### src/rtl/bcc_pkg.sv
package bcc_pkg;

    localparam int F_MAX       = 255;
    localparam int N_MAX       = 63;
    localparam int COUNT_WIDTH = 128;

    localparam int TOTAL_W = 8;
    localparam int PARTS_W = 6;
    localparam int BOUND_W = 9;

    // row index width and window counter width
    localparam int S_W       = $clog2(F_MAX + 1);
    localparam int CNT_W     = $clog2(F_MAX + 2);
    localparam int ROW_DEPTH = 2 * (F_MAX + 1);
    localparam int ENTRY_W   = COUNT_WIDTH + 1;

    typedef struct packed {
        logic clear;
        logic step;
        logic sub_en;
    } bcc_win_ctl_t;

endpackage

### src/rtl/bcc_window_unit.sv
module bcc_window_unit (
    input  logic                             aclk,
    input  logic                             aresetn,
    input  bcc_pkg::bcc_win_ctl_t            ctl,
    input  logic [bcc_pkg::COUNT_WIDTH-1:0]  a_val,
    input  logic                             a_big,
    input  logic [bcc_pkg::COUNT_WIDTH-1:0]  b_val,
    input  logic                             b_big,
    output logic [bcc_pkg::COUNT_WIDTH-1:0]  sum_next,
    output logic                             big_next
);
    import bcc_pkg::*;

    logic [COUNT_WIDTH-1:0] window_reg;
    logic [CNT_W-1:0]       wraps_reg;
    logic [CNT_W-1:0]       bigs_reg;

    logic [COUNT_WIDTH-1:0] b_eff;
    logic [COUNT_WIDTH+1:0] ext;
    logic [CNT_W-1:0]       wraps_step;
    logic [CNT_W-1:0]       bigs_step;

    // window + a - b in one pass; top two bits give the wrap delta (+1, 0, -1)
    always_comb begin
        b_eff      = ctl.sub_en ? b_val : '0;
        ext        = {2'b00, window_reg} + {2'b00, a_val} - {2'b00, b_eff};
        wraps_step = wraps_reg + CNT_W'(ext[COUNT_WIDTH])
                     - CNT_W'({ext[COUNT_WIDTH+1], 1'b0});
        bigs_step  = bigs_reg + CNT_W'(a_big) - CNT_W'(ctl.sub_en & b_big);
        sum_next   = ext[COUNT_WIDTH-1:0];
        big_next   = (bigs_step != '0) || (wraps_step != '0);
    end

    always_ff @(posedge aclk) begin
        if (!aresetn) begin
            window_reg <= '0;
            wraps_reg  <= '0;
            bigs_reg   <= '0;
        end else if (ctl.clear) begin
            window_reg <= '0;
            wraps_reg  <= '0;
            bigs_reg   <= '0;
        end else if (ctl.step) begin
            window_reg <= sum_next;
            wraps_reg  <= wraps_step;
            bigs_reg   <= bigs_step;
        end
    end

endmodule

### config.mk
export PLATFORM = sky130hd
export DESIGN_NAME = bcc_window_unit
export DESIGN_NICKNAME = d
export VERILOG_FILES = /design/src/rtl/bcc_pkg.sv /design/src/rtl/bcc_window_unit.sv
export SDC_FILE = /design/constraint.sdc
export NUM_CORES = 1
export LEC_CHECK = 0
export ABC_CLOCK_PERIOD_IN_PS = 19700
export BUFFER_PORTS_ARGS = -buffer_cell sky130_fd_sc_hd__clkbuf_2
export CAP_MARGIN = 20
export CORE_AREA = 2 2 198 200
export DETAILED_ROUTE_END_ITERATION = 10
export DIE_AREA = 0 0 200 202
export PLACE_DENSITY = 0.76
export SLEW_MARGIN = 30
export SYNTH_ARGS = -nofsm -noshare
export SYNTH_HDL_FRONTEND = slang
export SYNTH_SLANG_ARGS = --single-unit
### constraint.sdc
create_clock -name aclk -period 19.7 [get_ports aclk]
set_clock_uncertainty 0.15 [all_clocks]
set_input_delay 3.94 -clock aclk [delete_from_list [all_inputs] [get_ports aclk]]
set_output_delay 3.94 -clock aclk [all_outputs]
set_load 0.02 [all_outputs]
==> flow_summary_export.csv <==
group,metric,value,unit
outcome,status,"complete, no violations",
pwr,p_per_area,122,nW/um^2
global_routing,overflow,0,
global_routing,met1_usage,43.8,%
critical_path,cp_max_fo,68,
timing,max_slew_margin,34.2,%
timing,final_hold_viol_count,0,
floorplanning,start_util,52.4,%
pwr,p_leak,0.0116,uW
clock_tree,cts_hold_buf,0,
synthesis,ys_seq_area_share,14.6,%
critical_path,required,15.61,ns
floorplanning,dieArea,40400,sq um
synthesis,synthesis.nets,3279,
synthesis,ys_ff_latch,146,
timing,worst_slack,3.65,ns
cells_and_area,final_nets,3563,
synthesis,synth_xor_xnor_area_share,6.24,%
global_routing,grt_pass1_vias,19900,
clock_tree,cts-htree-levels,4,
clock_tree,path_clk_slew,0.06,ns
global_routing,antenna_found_initial,2,
global_routing,grt_util_met3,4.64,%
timing,hold_slack,0.341,ns
cells_and_area,area.growth.synth_to_final,14.1,%
cells_and_area,largest_reg_flops,128,
global_routing,track_usage,32.4,%
routing,wl,64900,microns
cells_and_area,drive_gt1_share,15.3,%
critical_path,arrival,11.96,ns
timing,setup_violations,0,
routing,avgViaCountPerCell,5.58,
floorplanning,core_area,38300,sq um
synthesis,synth_top_family_by_area,"adder cells",
critical_path,startpoint_type,"input port",
placed_design,place_area,22200,sq um
routing,drc,0,
timing,tns,0,ns
synthesis,synthCells,2740,
timing,tightest_slew,0.987,ns
critical_path,max_stage_delay,0.61,ns
synthesis,ys_types,79,
synthesis,syn_area_per_cell,7.33,sq um
min_path,min_from,"window_reg[23]",
synthesis,ys_async_sr_fraction,0,%
critical_path,r2r-start,"window_reg[1]",
global_routing,grt_max_degree,84,
critical_path,crit_slowest_cell,"buf_4",
routing,drt-pass1-iter-count,6,
routing,ant_nets,0,
clock_tree,cts-resized-gates,0,
synthesis,ys_warn_count,0,
run,maxCapViolations,0,
placed_design,numPortBuffers,391,
routing,wire_per_inst,18.3,microns
synthesis,synth_edf_count,0,
timing,fin_crit_sh,81.5,%
clock_tree,numCtsBuffers,17,
timing,grt_setup_unrepaired,"false",
routing,drtIter0Drc,1445,
timing,fmax,0.0623,GHz
synthesis,synth_area,20100,sq um
clock_tree,cts_setup_buffers,0,
timing,min_period,16.05,ns
floorplanning,die_y,202,microns
cells_and_area,final_cell_area,22900,sq um
clock_tree,clockRootBuffer,"clkbuf_16",
floorplanning,fp.dieW,200,microns
synthesis,yosys.area_share.adder,22.0,%
synthesis,synth_flop_cell,"dfxtp_1",
synthesis,synth-simple-area-share,18.3,%
min_path,hp-class,"reg2reg",
critical_path,startpoint,"ctl[0]",
clock_tree,cts.sinks,146,
pwr,ir_worst_vdd,0.0722,mV
global_routing,grt_first_pass_wirelength,103000,microns
clock_tree,clockBufferDepth,2,
floorplanning,pin_count,392,
placed_design,dp_hpwl,53600,microns
floorplanning,rows,72,
routing,vias,19800,
clock_tree,cts_tree,"done",
global_routing,top_usage_layer,"met2",
critical_path,criticalPathCategory,"in2out",
synthesis,synthMuxAreaShare,5.98,%
placed_design,dpl_worst_slack,3.79,ns
synthesis,synth_compound_area_share,19.7,%
global_routing,gr-usage-met2,52.5,%
timing,drv_slew,0,
placed_design,place.gp.congestion,0.994,
clock_tree,worstSkewPairLatency,0.48,ns
critical_path,endpoint_kind,"output pin",
## stage by stage
stage / total power (uW) / utilization, % / cells
final: 2800 / 59.8 / 3556
after global routing: 3000 / 59.8 / 3556
after global placement: 2370 / 58.1 / 3522
after detailed placement: 2390 / 58.1 / 3522
after CTS: 2780 / 59.7 / 3553
after floorplan: 1770 / - / 2740
## cells by family (layout without fill, tap and decap cells)
family	after synthesis	in the layout
AND/OR/NAND/NOR	755	755
flip-flops	146	146
AO/OA/AOI/OAI	600	600
other	0	2
buffers and inverters	700	996
XOR/XNOR	143	143
multiplexers	120	120
adder cells (fa/ha/maj)	276	276
## placed cells by master, fill, tap and decap left out, types with 6 or more instances in the layout
master,instances
nor2b_1,11
nand2_1,150
fa_1,129
inv_1,568
clkbuf_16,17
dfxtp_1,146
nand2b_1,12
nor2_1,246
a31oi_1,19
o31ai_1,14
a21o_1,80
nor4_1,12
a211oi_1,9
nand3_1,29
or3_1,12
nor3_1,39
a21oi_1,211
or4_1,8
and2_1,136
o21ai_1,8
clkbuf_2,389
xnor2_1,86
o211ai_1,10
nand4_1,79
xor2_1,57
ha_1,147
o21ai_0,103
o21a_1,22
mux2i_1,120
a221oi_1,7
a21boi_0,6
o21bai_1,36
## routing by layer
| metal | wire length (microns) | vias to the layer above |
|---|---|---|
| met5 | 0 | - |
| met4 | 1960 | 0 |
| met3 | 4300 | 112 |
| met2 | 29800 | 780 |
| met1 | 28800 | 9414 |
| li1 | - | 9530 |
## worst max-delay path: cells and delay by family
kind | cells | cell delay [ns]
and+or+nand+nor | 8 | 2.49
xor gates and xnor gates | 2 | 0.27
AOI/OAI and AO/OA | 11 | 2.78
adders and majority gates | 4 | 1.09
buffers and inverters | 5 | 1.33
## cells in the mapped netlist, types with 13 or more instances
cell	number	area share, %
a21o_1	80	3.0
nand3_1	29	0.72
buf_2	15	0.37
nand4_1	79	2.5
and2_1	136	4.2
ha_1	147	9.2
o31ai_1	14	0.52
a31oi_1	19	0.59
xor2_1	57	2.5
xnor2_1	86	3.8
fa_1	129	13
nor3_1	39	0.97
o21bai_1	36	1.3
o21ai_0	103	2.6
dfxtp_1	146	15
nand2_1	150	2.8
o21a_1	22	0.82
inv_1	568	11
nand2b_1	13	0.41
clkbuf_1	105	2.0
mux2i_1	120	6.0
a21oi_1	211	5.3
nor2_1	246	4.6
## final timing paths
path,endpoint,cells after the start,slack (ns)
worst max-delay path,big_next,30,3.65
worst min register to register,window_reg[23],2,0.34
worst max register to register,wraps_reg[8],30,13.23
worst min-delay path,window_reg[23],2,0.34
## power by group
group / switching (uW) / total, uW / internal [uW]
registers: 20.2 / 356 / 336
logic: 1380 / 2070 / 693
clock network: 153 / 377 / 224
## layout make-up
class | count | area, sq um
fill | 3596 | 15400
multi-input combinational | 1894 | 14500
sequential | 146 | 2920
inverter | 569 | 2140
timing repair buffer | 396 | 2030
tap | 518 | 648
clock buffer | 17 | 425
clock inverter | 14 | 213
antenna | 2 | 5.00
Note: power is estimated with default switching activity, not from simulation.
