**config.mk**
```make
export PLATFORM = sky130hd
export DESIGN_NAME = bcc_ram
export DESIGN_NICKNAME = d
export VERILOG_FILES = /design/src/rtl/bcc_ram.sv
export SDC_FILE = /design/constraint.sdc
export NUM_CORES = 1
export LEC_CHECK = 0
export ABC_CLOCK_PERIOD_IN_PS = 1700
export BUFFER_PORTS_ARGS = -buffer_cell sky130_fd_sc_hd__buf_2
export CORE_ASPECT_RATIO = 1.75
export CORE_MARGIN = 2
export CORE_UTILIZATION = 25
export DETAILED_ROUTE_END_ITERATION = 10
export SKIP_LAST_GASP = 1
export SLEW_MARGIN = 15
export SYNTH_ARGS = -nofsm -noshare
export SYNTH_HDL_FRONTEND = slang
export SYNTH_SLANG_ARGS = --single-unit
```
**constraint.sdc**
```tcl
create_clock -name aclk -period 1.7 [get_ports aclk]
set_clock_uncertainty 0.05 [all_clocks]
set_input_delay 0.085 -clock aclk [delete_from_list [all_inputs] [get_ports aclk]]
set_output_delay 0.085 -clock aclk [all_outputs]
set_load 0.01 [all_outputs]
```
**src/rtl/bcc_ram.sv**
```systemverilog
module bcc_ram #(
    parameter int WIDTH = 8,
    parameter int DEPTH = 16
) (
    input  logic                     aclk,
    input  logic                     we,
    input  logic [$clog2(DEPTH)-1:0] waddr,
    input  logic [WIDTH-1:0]         wdata,
    input  logic [$clog2(DEPTH)-1:0] raddr_a,
    output logic [WIDTH-1:0]         rdata_a,
    input  logic [$clog2(DEPTH)-1:0] raddr_b,
    output logic [WIDTH-1:0]         rdata_b
);

    logic [WIDTH-1:0] mem [DEPTH];

    always_ff @(posedge aclk) begin
        if (we) begin
            mem[waddr] <= wdata;
        end
        rdata_a <= mem[raddr_a];
        rdata_b <= mem[raddr_b];
    end

endmodule

```
==> results of run 1 <==
## power breakdown
part	total, mW	switching [mW]	leakage [nW]	internal (mW)
registers	4.00	0.0419	1.29	3.96
clock network	3.61	1.31	0.288	2.30
logic	0.629	0.334	1.04	0.295
total	8.25	1.68	2.62	6.56
## area by class of cell
class	count	area, um2
clock buffers	26	499.2
clock inverters	6	80.08
fillers	2382	17510
multi-input cells	143	2009
flip-flops and latches	144	4164
well taps	316	395.4
repair buffers	69	488.0
## registers in the layout, indices dropped and copies added, names as in the netlist
signal   count
rdata_a      8
mem        128
rdata_b      8
## kinds of logic after synthesis
kind of cell / synth area share [%]
buffers and inverters: 2.721
AOI/OAI and AO/OA: 3.785
and+or+nand+nor: 3.430
DFF: 65.62
muxes: 24.45
## cell usage after synthesis, drive strengths merged
cell           number
edfxtp            128
nand2b              2
dfxtp              16
nor2b               2
and2b               2
buf                14
a22oi              32
mux4               64
nand3               1
nand3b              2
and2                2
nor3                4
nand2              17
nor2               14
or3b                1
clkdlybuf4s25       6
## metal layers
metal	vias to the layer above	part of all wire (%)	GRT usage (%)
met4	0	2.8	6.404
met3	20	2.3	2.166
met2	69	61	23.55
met5	-	0	0
met1	1742	34	10.20
li1	1472	-	-
## worst max-delay path: stages, from the launching register on
cell	delay, ns
edfxtp_1	0.40
mux4_4	0.60
a22oi_1	0.25
nand2_1	0.08
## worst max path at each step
| stage | depth (start not counted) | slack [ns] | end |
|---|---|---|---|
| finish | 3 | 0.22 | rdata_b[7]$_DFF_P_ |
| detailed placement | 5 | 0.09 | rdata_b[1]$_DFF_P_ |
| global placement | 5 | 0.12 | rdata_a[5]$_DFF_P_ |
| global route | 3 | 0.16 | rdata_a[1]$_DFF_P_ |
| floorplan | 2 | 0.07 | mem[0][0]$_DFFE_PP_ |
| CTS | 3 | 0.21 | rdata_b[7]$_DFF_P_ |
## through the flow
stage,util [%],cell area (um2)
finish,30.37,7636
global route,30.37,7636
CTS,30.37,7636
detailed placement,27.86,7007
global placement,27.86,7007
floorplan,-,6346
==> results.tsv, run 1 <==
metric	value	unit
status	finished clean	
flop2flop setup slack	0.22	ns
largest fanout on the critical path	2	
CTS tree	yes	
DR WL/cell	21.51	um
Pins Over Slew Limit	0	
die width	124.4	um
1st-iter DRT viols	280	
Final Non-Filler Cells	704	
P_leak	2.617	nW
ant diodes	0	
leading cell type in the layout, fill and taps excluded	edfxtp_1	
pin count of the biggest net entering global routing	19	
crit path from	mem[0][7]$_DFFE_PP_	
# nets final	397	
CP endpoint kind	flip-flop	
Max Cap Viol	0	
vias per std cell	4.692	
hpwl dp	11270	um
Setup Viol. Count Final	0	
hold_buf cts	5	
WS Path Type	flip-flop to flip-flop	
Tmin final	1.483	ns
Startpoint Class	flip-flop	
ANT nets after route	0	
top cell type's share of synthesized area	60.57	%
Post-Place Cells	667	
Initial Utilization	25.24	%
drt first pass iters	5	
flop and latch count out of synthesis	144	
via count	3303	
PortBufs	37	
Die Height	214.8	um
gr usage total	11.54	%
Cell variety after synth	20	
Max transition margin	36.92	%
total power draw	8.246	mW
RSZ-0062 raised after global routing	no	
Max Root-Sink Buffers	2	
crit share post-route	87.23	%
clk sinks	144	
Required @ worst endpoint	1.96	ns
Synth area leaders	edfxtp_1 61%, mux4_2 12%, mux4_1 12%	
Area growth, synth to finish	20.33	%
Hold Path Stages	1	
Placer Congestion	0.7726	
Post-Syn Area	0.006346	mm2
pre-CTS setup slack	0.08700	ns
initial antenna violation count	0	
layout cells sized above 1	32.99	%
clock latency on the worst-skew pair	0.42	ns
Post-CTS Setup Repair Bufs	0	
DRC Markers	0	
post-synthesis sequential area ratio	65.62	%
syn nets	329	
FF-to-FF End	rdata_b[7]$_DFF_P_	
I/O pin count	38	
Reg-to-Reg Start	mem[0][7]$_DFFE_PP_	
Final Hold Fails	0	
DIE AREA	0.02673	mm2
Worst-Margin Slew	0.9443	ns
Min Hold Slack	0.02054	ns
commonest non-fill, non-tap cells in the layout	128 x edfxtp_1, 37 x buf_2, 34 x mux4_2	
first-pass GRT wire length	22480	um
Final WS setup	0.2171	ns
CTS root buf	clkbuf_16	
worst hold path class	primary input to flip-flop	
row count	77	
top cell type by total area after synthesis	edfxtp_1	
core box area	0.02515	mm2
Mapped Cells	307	
Achievable Freq	674.4	MHz
setup TNS	0	ns
Worst Hold End	mem[9][6]$_DFFE_PP_	
Routed WL	15140	um
Syn Area/Cell	20.67	um2
cts repair resizes	0	
CTS Buf Count	17	
Reg clk slew, reported paths	0.06	ns
Power per Cell Area	1080	mW/mm2
warnings from Yosys	0	
H-Tree Depth	4	
Worst Min Path Start	wdata[6]	
peak supply drop	0.0005983	V
CP arrival	1.74	ns
Reg2Reg Depth	3	
GR Overflow Total	0	
vias in the first global route	3725	
(Power assumes the default switching activity.)
==> run 2, diff against run 1 <==
--- a/config.mk
+++ b/config.mk
@@ -5,7 +5,7 @@
 export SDC_FILE = /design/constraint.sdc
 export NUM_CORES = 1
 export LEC_CHECK = 0
-export ABC_CLOCK_PERIOD_IN_PS = 1700
+export ABC_CLOCK_PERIOD_IN_PS = 1500
 export BUFFER_PORTS_ARGS = -buffer_cell sky130_fd_sc_hd__buf_2
 export CORE_ASPECT_RATIO = 1.75
 export CORE_MARGIN = 2
==> constraint.sdc (replaced) <==
create_clock -name aclk -period 1.5 [get_ports aclk]
set_clock_uncertainty 0.05 [all_clocks]
set_input_delay 0.075 -clock aclk [delete_from_list [all_inputs] [get_ports aclk]]
set_output_delay 0.075 -clock aclk [all_outputs]
set_load 0.01 [all_outputs]
==> results.tsv, run 2 (synthesis results as in run 1) <==
metric	value	unit	change
leading cell type in the layout, fill and taps excluded	edfxtp_1		
Achievable Freq	681.3	MHz	+1.0%
H-Tree Depth	4		unchanged
1st-iter DRT viols	279		-0.36%
vias in the first global route	3712		-0.35%
layout cells sized above 1	34.95	%	+2.0 points
ANT nets after route	0		unchanged
Final Hold Fails	0		unchanged
DR WL/cell	21.50	um	about the same
Worst-Margin Slew	0.9410	ns	-0.003284 ns
max reg flops	128		unchanged
P_leak	2.668	nW	+1.9%
crit-path cells	mux4_4 > a22oi_2 > nand2_1		
pre-CTS setup slack	-0.05412	ns	-0.1411 ns
crit share post-route	97.85	%	+11 points
Post-CTS Setup Repair Bufs	0		unchanged
vias per std cell	4.766		+1.6%
Power per Cell Area	1233	mW/mm2	+14%
Final Non-Filler Cells	708		+0.57%
row count	77		unchanged
Setup Viol. Count Final	0		unchanged
Min Hold Slack	0.0007711	ns	-0.01977 ns
core box area	0.02515	mm2	unchanged
CTS Buf Count	17		unchanged
drt first pass iters	4		-1
Routed WL	15220	um	+0.55%
Switching Share	20.98	%	+0.56 points
hpwl dp	11180	um	-0.80%
sequential share of power	47.2	%	-1.4 points
PortBufs	37		unchanged
pin count of the biggest net entering global routing	19		unchanged
gr usage total	11.73	%	+0.19 points
Largest regs	mem: 128 flops, rdata_a: 8 flops, rdata_b: 8 flops		
Final WS setup	0.03218	ns	-0.1849 ns
clock power share	45.0	%	+1.2 points
ant diodes	0		unchanged
Post-Place Cells	670		+0.45%
Area growth, synth to finish	22.89	%	
Startpoint Class	flip-flop		
Top reg by flops	mem		
RSZ-0062 raised after global routing	yes		
Layout fillers	2363		-0.80%
Design Area, Final	0.007799	mm2	+2.1%
setup TNS	0	ns	unchanged
Multi-input gate area	0.002034	mm2	+1.2%
# nets final	402		+1.3%
NetSw	2.016	mW	+20%
CTS root buf	clkbuf_16		
worst hold path class	primary input to flip-flop		
Tmin final	1.468	ns	-0.01508 ns
Initial Utilization	25.24	%	unchanged
I/O pin count	38		unchanged
Required @ worst endpoint	1.76	ns	-0.20 ns
GR Overflow Total	0		unchanged
die width	124.4	um	unchanged
CTS tree	yes		
largest fanout on the critical path	2		unchanged
DRC Markers	0		unchanged
Pins Over Slew Limit	0		unchanged
via count	3374		+2.1%
initial antenna violation count	0		unchanged
CP arrival	1.73	ns	about the same
status	finished clean		
DIE AREA	0.02673	mm2	unchanged
Die Height	214.8	um	unchanged
Max transition margin	37.03	%	+0.12 points
Combinational Power Share	7.7	%	about the same
storage element area	0.004164	mm2	unchanged
Post-DP Area	0.007109	mm2	+1.5%
WS Path Type	flip-flop to flip-flop		
Placer Congestion	0.7707		-0.25%
clk sinks	144		unchanged
clock latency on the worst-skew pair	0.43	ns	about the same
Reg clk slew, reported paths	0.06	ns	about the same
cell-internal power	7.597	mW	+16%
flop2flop setup slack	0.03	ns	-0.18 ns
slowest CP cell	mux4_4		
Max Root-Sink Buffers	2		unchanged
CP endpoint kind	flip-flop		
slowest stage delay, CP	0.62	ns	+0.02 ns
peak supply drop	0.0006169	V	+3.1%
commonest non-fill, non-tap cells in the layout	128 x edfxtp_1, 37 x buf_2, 34 x mux4_2		
first-pass GRT wire length	22740	um	+1.2%
Max Cap Viol	0		unchanged
## run 2: cell count changes in the layout (fill, tap and decap cells not counted), sizes merged
| cell | delta |
|---|---|
| buf | +3 |
| clkinv | +2 |
| bufinv | +2 |
| clkinvlp | +3 |
| clkbuf | -8 |
| dlygate4sd3 | +2 |
## run 2: power groups by stage
| stage | Sequential [mW] | Clock, mW | Combinational, mW |
|---|---|---|---|
| final | 4.54 | 4.33 | 0.743 |
| after global routing | 4.55 | 4.57 | 0.796 |
| after CTS | 4.55 | 4.38 | 0.752 |
| after detailed placement | 4.63 | 0 | 0.732 |
| after global placement | 4.62 | 0 | 0.715 |
| after floorplan | 4.63 | 0 | 0.406 |
## run 2: worst paths after layout
| path | from | end | cells after the start |
|---|---|---|---|
| max reg2reg | mem[0][0]$_DFFE_PP_ | rdata_a[0]$_DFF_P_ | 3 |
| min | wdata[2] | mem[8][2]$_DFFE_PP_ | 1 |
| max | mem[0][0]$_DFFE_PP_ | rdata_a[0]$_DFF_P_ | 3 |
| min reg2reg | mem[11][3]$_DFFE_PP_ | rdata_b[3]$_DFF_P_ | 3 |
## run 2: final cells by class
cell class | instances | area share, %
sequential | 144 | 53.39
multi-input combinational | 143 | 26.09
timing repair buffer | 74 | 7.765
clock buffer | 18 | 5.503
tap | 316 | 5.070
clock inverter | 13 | 2.182
## run 2: worst max-delay path, delay by kind of cell, from the launching register on
| kind | cells | cell delay, ns |
|---|---|---|
| AND/OR/NAND/NOR | 1 | 0.09 |
| flip-flops | 1 | 0.39 |
| AO/OA/AOI/OAI | 1 | 0.20 |
| multiplexers | 1 | 0.62 |
## run 2: metrics by stage
| step | power [mW] | utilization [%] |
|---|---|---|
| 3_5_place_dp | 5.361 | 28.27 |
| 4_1_cts | 9.679 | 30.97 |
| 3_3_place_gp | 5.336 | 28.27 |
| 6_report | 9.613 | 31.01 |
| 5_1_grt | 9.918 | 31.01 |
| 2_1_floorplan | 5.036 | - |
## run 2: metal layers
layer / share of wire [%] / global-route usage (%) / vias up
li1: - / - / 1484
met2: 61 / 23.48 / 87
met3: 2.6 / 2.440 / 29
met1: 33 / 10.74 / 1774
met4: 3.7 / 6.217 / 0
met5: 0 / 0 / -
## run 2: timing repair
item / in CTS / in global routing
endpoints found under the hold margin: 108 / 0
pin swaps: 0 / 2
endpoints found under the setup margin: 2 / 4
gates resized for setup: 2 / 2
hold buffers: 7 / 0
==> run 3, diff against run 2 <==
--- a/config.mk
+++ b/config.mk
@@ -7,10 +7,12 @@
 export LEC_CHECK = 0
 export ABC_CLOCK_PERIOD_IN_PS = 1500
 export BUFFER_PORTS_ARGS = -buffer_cell sky130_fd_sc_hd__buf_2
+export CAP_MARGIN = 10
 export CORE_ASPECT_RATIO = 1.75
 export CORE_MARGIN = 2
 export CORE_UTILIZATION = 25
 export DETAILED_ROUTE_END_ITERATION = 10
+export REMOVE_ABC_BUFFERS = 1
 export SKIP_LAST_GASP = 1
 export SLEW_MARGIN = 15
 export SYNTH_ARGS = -nofsm -noshare
==> results.tsv, run 3 (synthesis results as in run 1) <==
metric	value	unit	change
Setup Viol. Count Final	0		unchanged
GR Util met2	22.46	%	-1.0 points
leading cell type in the layout, fill and taps excluded	edfxtp_1		
status	finished clean		
Max Cap Viol	0		unchanged
Max Root-Sink Buffers	2		unchanged
FF-to-FF End	rdata_a[0]$_DFF_P_		
CTS root buf	clkbuf_16		
1st-iter DRT viols	246		-12%
CP endpoint kind	flip-flop		
Post-DP Area	0.007132	mm2	+0.32%
Top reg by flops	mem		
Placer Congestion	0.7875		+2.2%
Design Area, Final	0.007869	mm2	+0.90%
RSZ-0062 raised after global routing	yes		
Tmin final	1.451	ns	-0.01718 ns
max reg flops	128		unchanged
Post-CTS Setup Repair Bufs	0		unchanged
ant diodes	0		unchanged
Die Height	214.8	um	unchanged
I/O pin count	38		unchanged
core box area	0.02515	mm2	unchanged
via count	3368		-0.18%
Max transition margin	40.44	%	+3.4 points
Startpoint Class	flip-flop		
Worst Hold End	rdata_b[0]$_DFF_P_		
Pins Over Slew Limit	0		unchanged
Achievable Freq	689.4	MHz	+1.2%
Required @ worst endpoint	1.76	ns	about the same
Final Hold Fails	0		unchanged
Area growth, synth to finish	23.99	%	
fin util	31.29	%	+0.28 points
die width	124.4	um	unchanged
DR WL/cell	20.62	um	-4.1%
H-Tree Depth	4		unchanged
Largest regs	mem: 128 flops, rdata_a: 8 flops, rdata_b: 8 flops		
vias per std cell	4.697		-1.4%
flop2flop setup slack	0.05	ns	+0.02 ns
Worst Min Path Start	raddr_b[2]		
pin count of the biggest net entering global routing	33		+14
first-pass GRT wire length	21980	um	-3.3%
met3 Use GR	2.365	%	-0.075 points
Reg clk slew, reported paths	0.06	ns	about the same
initial antenna violation count	0		unchanged
Power per Cell Area	1247	mW/mm2	+1.2%
Reg2Reg Depth	3		unchanged
most used routing layer	met2		
WS Path Type	flip-flop to flip-flop		
drt first pass iters	4		unchanged
hpwl dp	11190	um	+0.12%
commonest non-fill, non-tap cells in the layout	128 x edfxtp_1, 37 x buf_2, 34 x mux4_2		
DIE AREA	0.02673	mm2	unchanged
CTS tree	yes		
gr usage total	11.37	%	-0.36 points
GR Overflow Total	0		unchanged
layout cells sized above 1	35.66	%	+0.71 points
Routed WL	14790	um	-2.9%
GR met1 Demand/Resource	10.54	%	-0.20 points
peak supply drop	0.0005084	V	-18%
Reg-to-Reg Start	mem[0][0]$_DFFE_PP_		
clk sinks	144		unchanged
Worst-Margin Slew	0.8916	ns	-0.04948 ns
row count	77		unchanged
P_leak	2.716	nW	+1.8%
largest fanout on the critical path	2		unchanged
DRC Markers	0		unchanged
CTS Buf Count	17		unchanged
crit share post-route	96.71	%	-1.1 points
ANT nets after route	0		unchanged
clock latency on the worst-skew pair	0.43	ns	about the same
vias in the first global route	3662		-1.3%
# nets final	410		+2.0%
PortBufs	37		unchanged
CP arrival	1.71	ns	-0.02 ns
Initial Utilization	25.24	%	unchanged
worst hold path class	primary input to flip-flop		
Hold Path Stages	4		+3
## run 3: final cells by class
| class | count | area [um2] |
|---|---|---|
| Timing Repair Buffer | 82 | 643.1 |
| Tap cell | 316 | 395.4 |
| Multi-Input combinational cell | 143 | 2024 |
| Fill cell | 2357 | 17280 |
| Clock buffer | 17 | 425.4 |
| Sequential cell | 144 | 4164 |
| Clock inverter | 15 | 216.5 |
## run 3: power by group
part | switching [mW] | internal, mW | leakage [nW]
clock network | 1.59 | 2.93 | 0.306
registers | 0.0465 | 4.49 | 1.29
logic | 0.385 | 0.372 | 1.12
total | 2.02 | 7.80 | 2.72
## run 3: timing repair
item / CTS / global route
resized for setup: 1 / 2
pin swaps: 0 / 2
cloned: 0 / 0
setup endpoints to repair: 1 / 3
hold buffers: 8 / 0
hold endpoints to repair: 122 / 0
## run 3: worst max path at each step
stage,startpoint,end,slack [ns]
detailed placement,raddr_a[0],rdata_a[0]$_DFF_P_,-0.10
global route,mem[0][0]$_DFFE_PP_,rdata_a[0]$_DFF_P_,-0.0002
floorplan,waddr[2],mem[0][0]$_DFFE_PP_,-0.12
global placement,raddr_a[0],rdata_a[0]$_DFF_P_,-0.06
finish,mem[0][0]$_DFFE_PP_,rdata_a[0]$_DFF_P_,0.05
CTS,mem[0][0]$_DFFE_PP_,rdata_a[0]$_DFF_P_,0.02
## run 3: critical path, stage by stage, from the launching register on
cell and delay, ns:
edfxtp_1 0.38, mux4_4 0.62, a22oi_2 0.18, nand2_1 0.10
## run 3: per-stage QoR
step                      setup slack (ns)  cells  hold WS (ns)  power, mW    TNS (ns)
final                              0.04936    717        0.1327      9.814           0
after global routing            -0.0001850    717        0.1504      10.08  -0.0001850
after CTS                          0.01687    717       0.09520      9.901           0
after detailed placement           -0.1039    677        0.4150      5.368     -0.2302
after global placement            -0.06430    677        0.3942      5.347     -0.1625
after floorplan                    -0.1179    287        0.1239      4.944     -0.9430
## run 3: metal layers
layer  up-vias  routed length, um
met5         -                  0
li1       1503                  -
met4         0                517
met1      1772               4940
met3        27                456
met2        66               8871
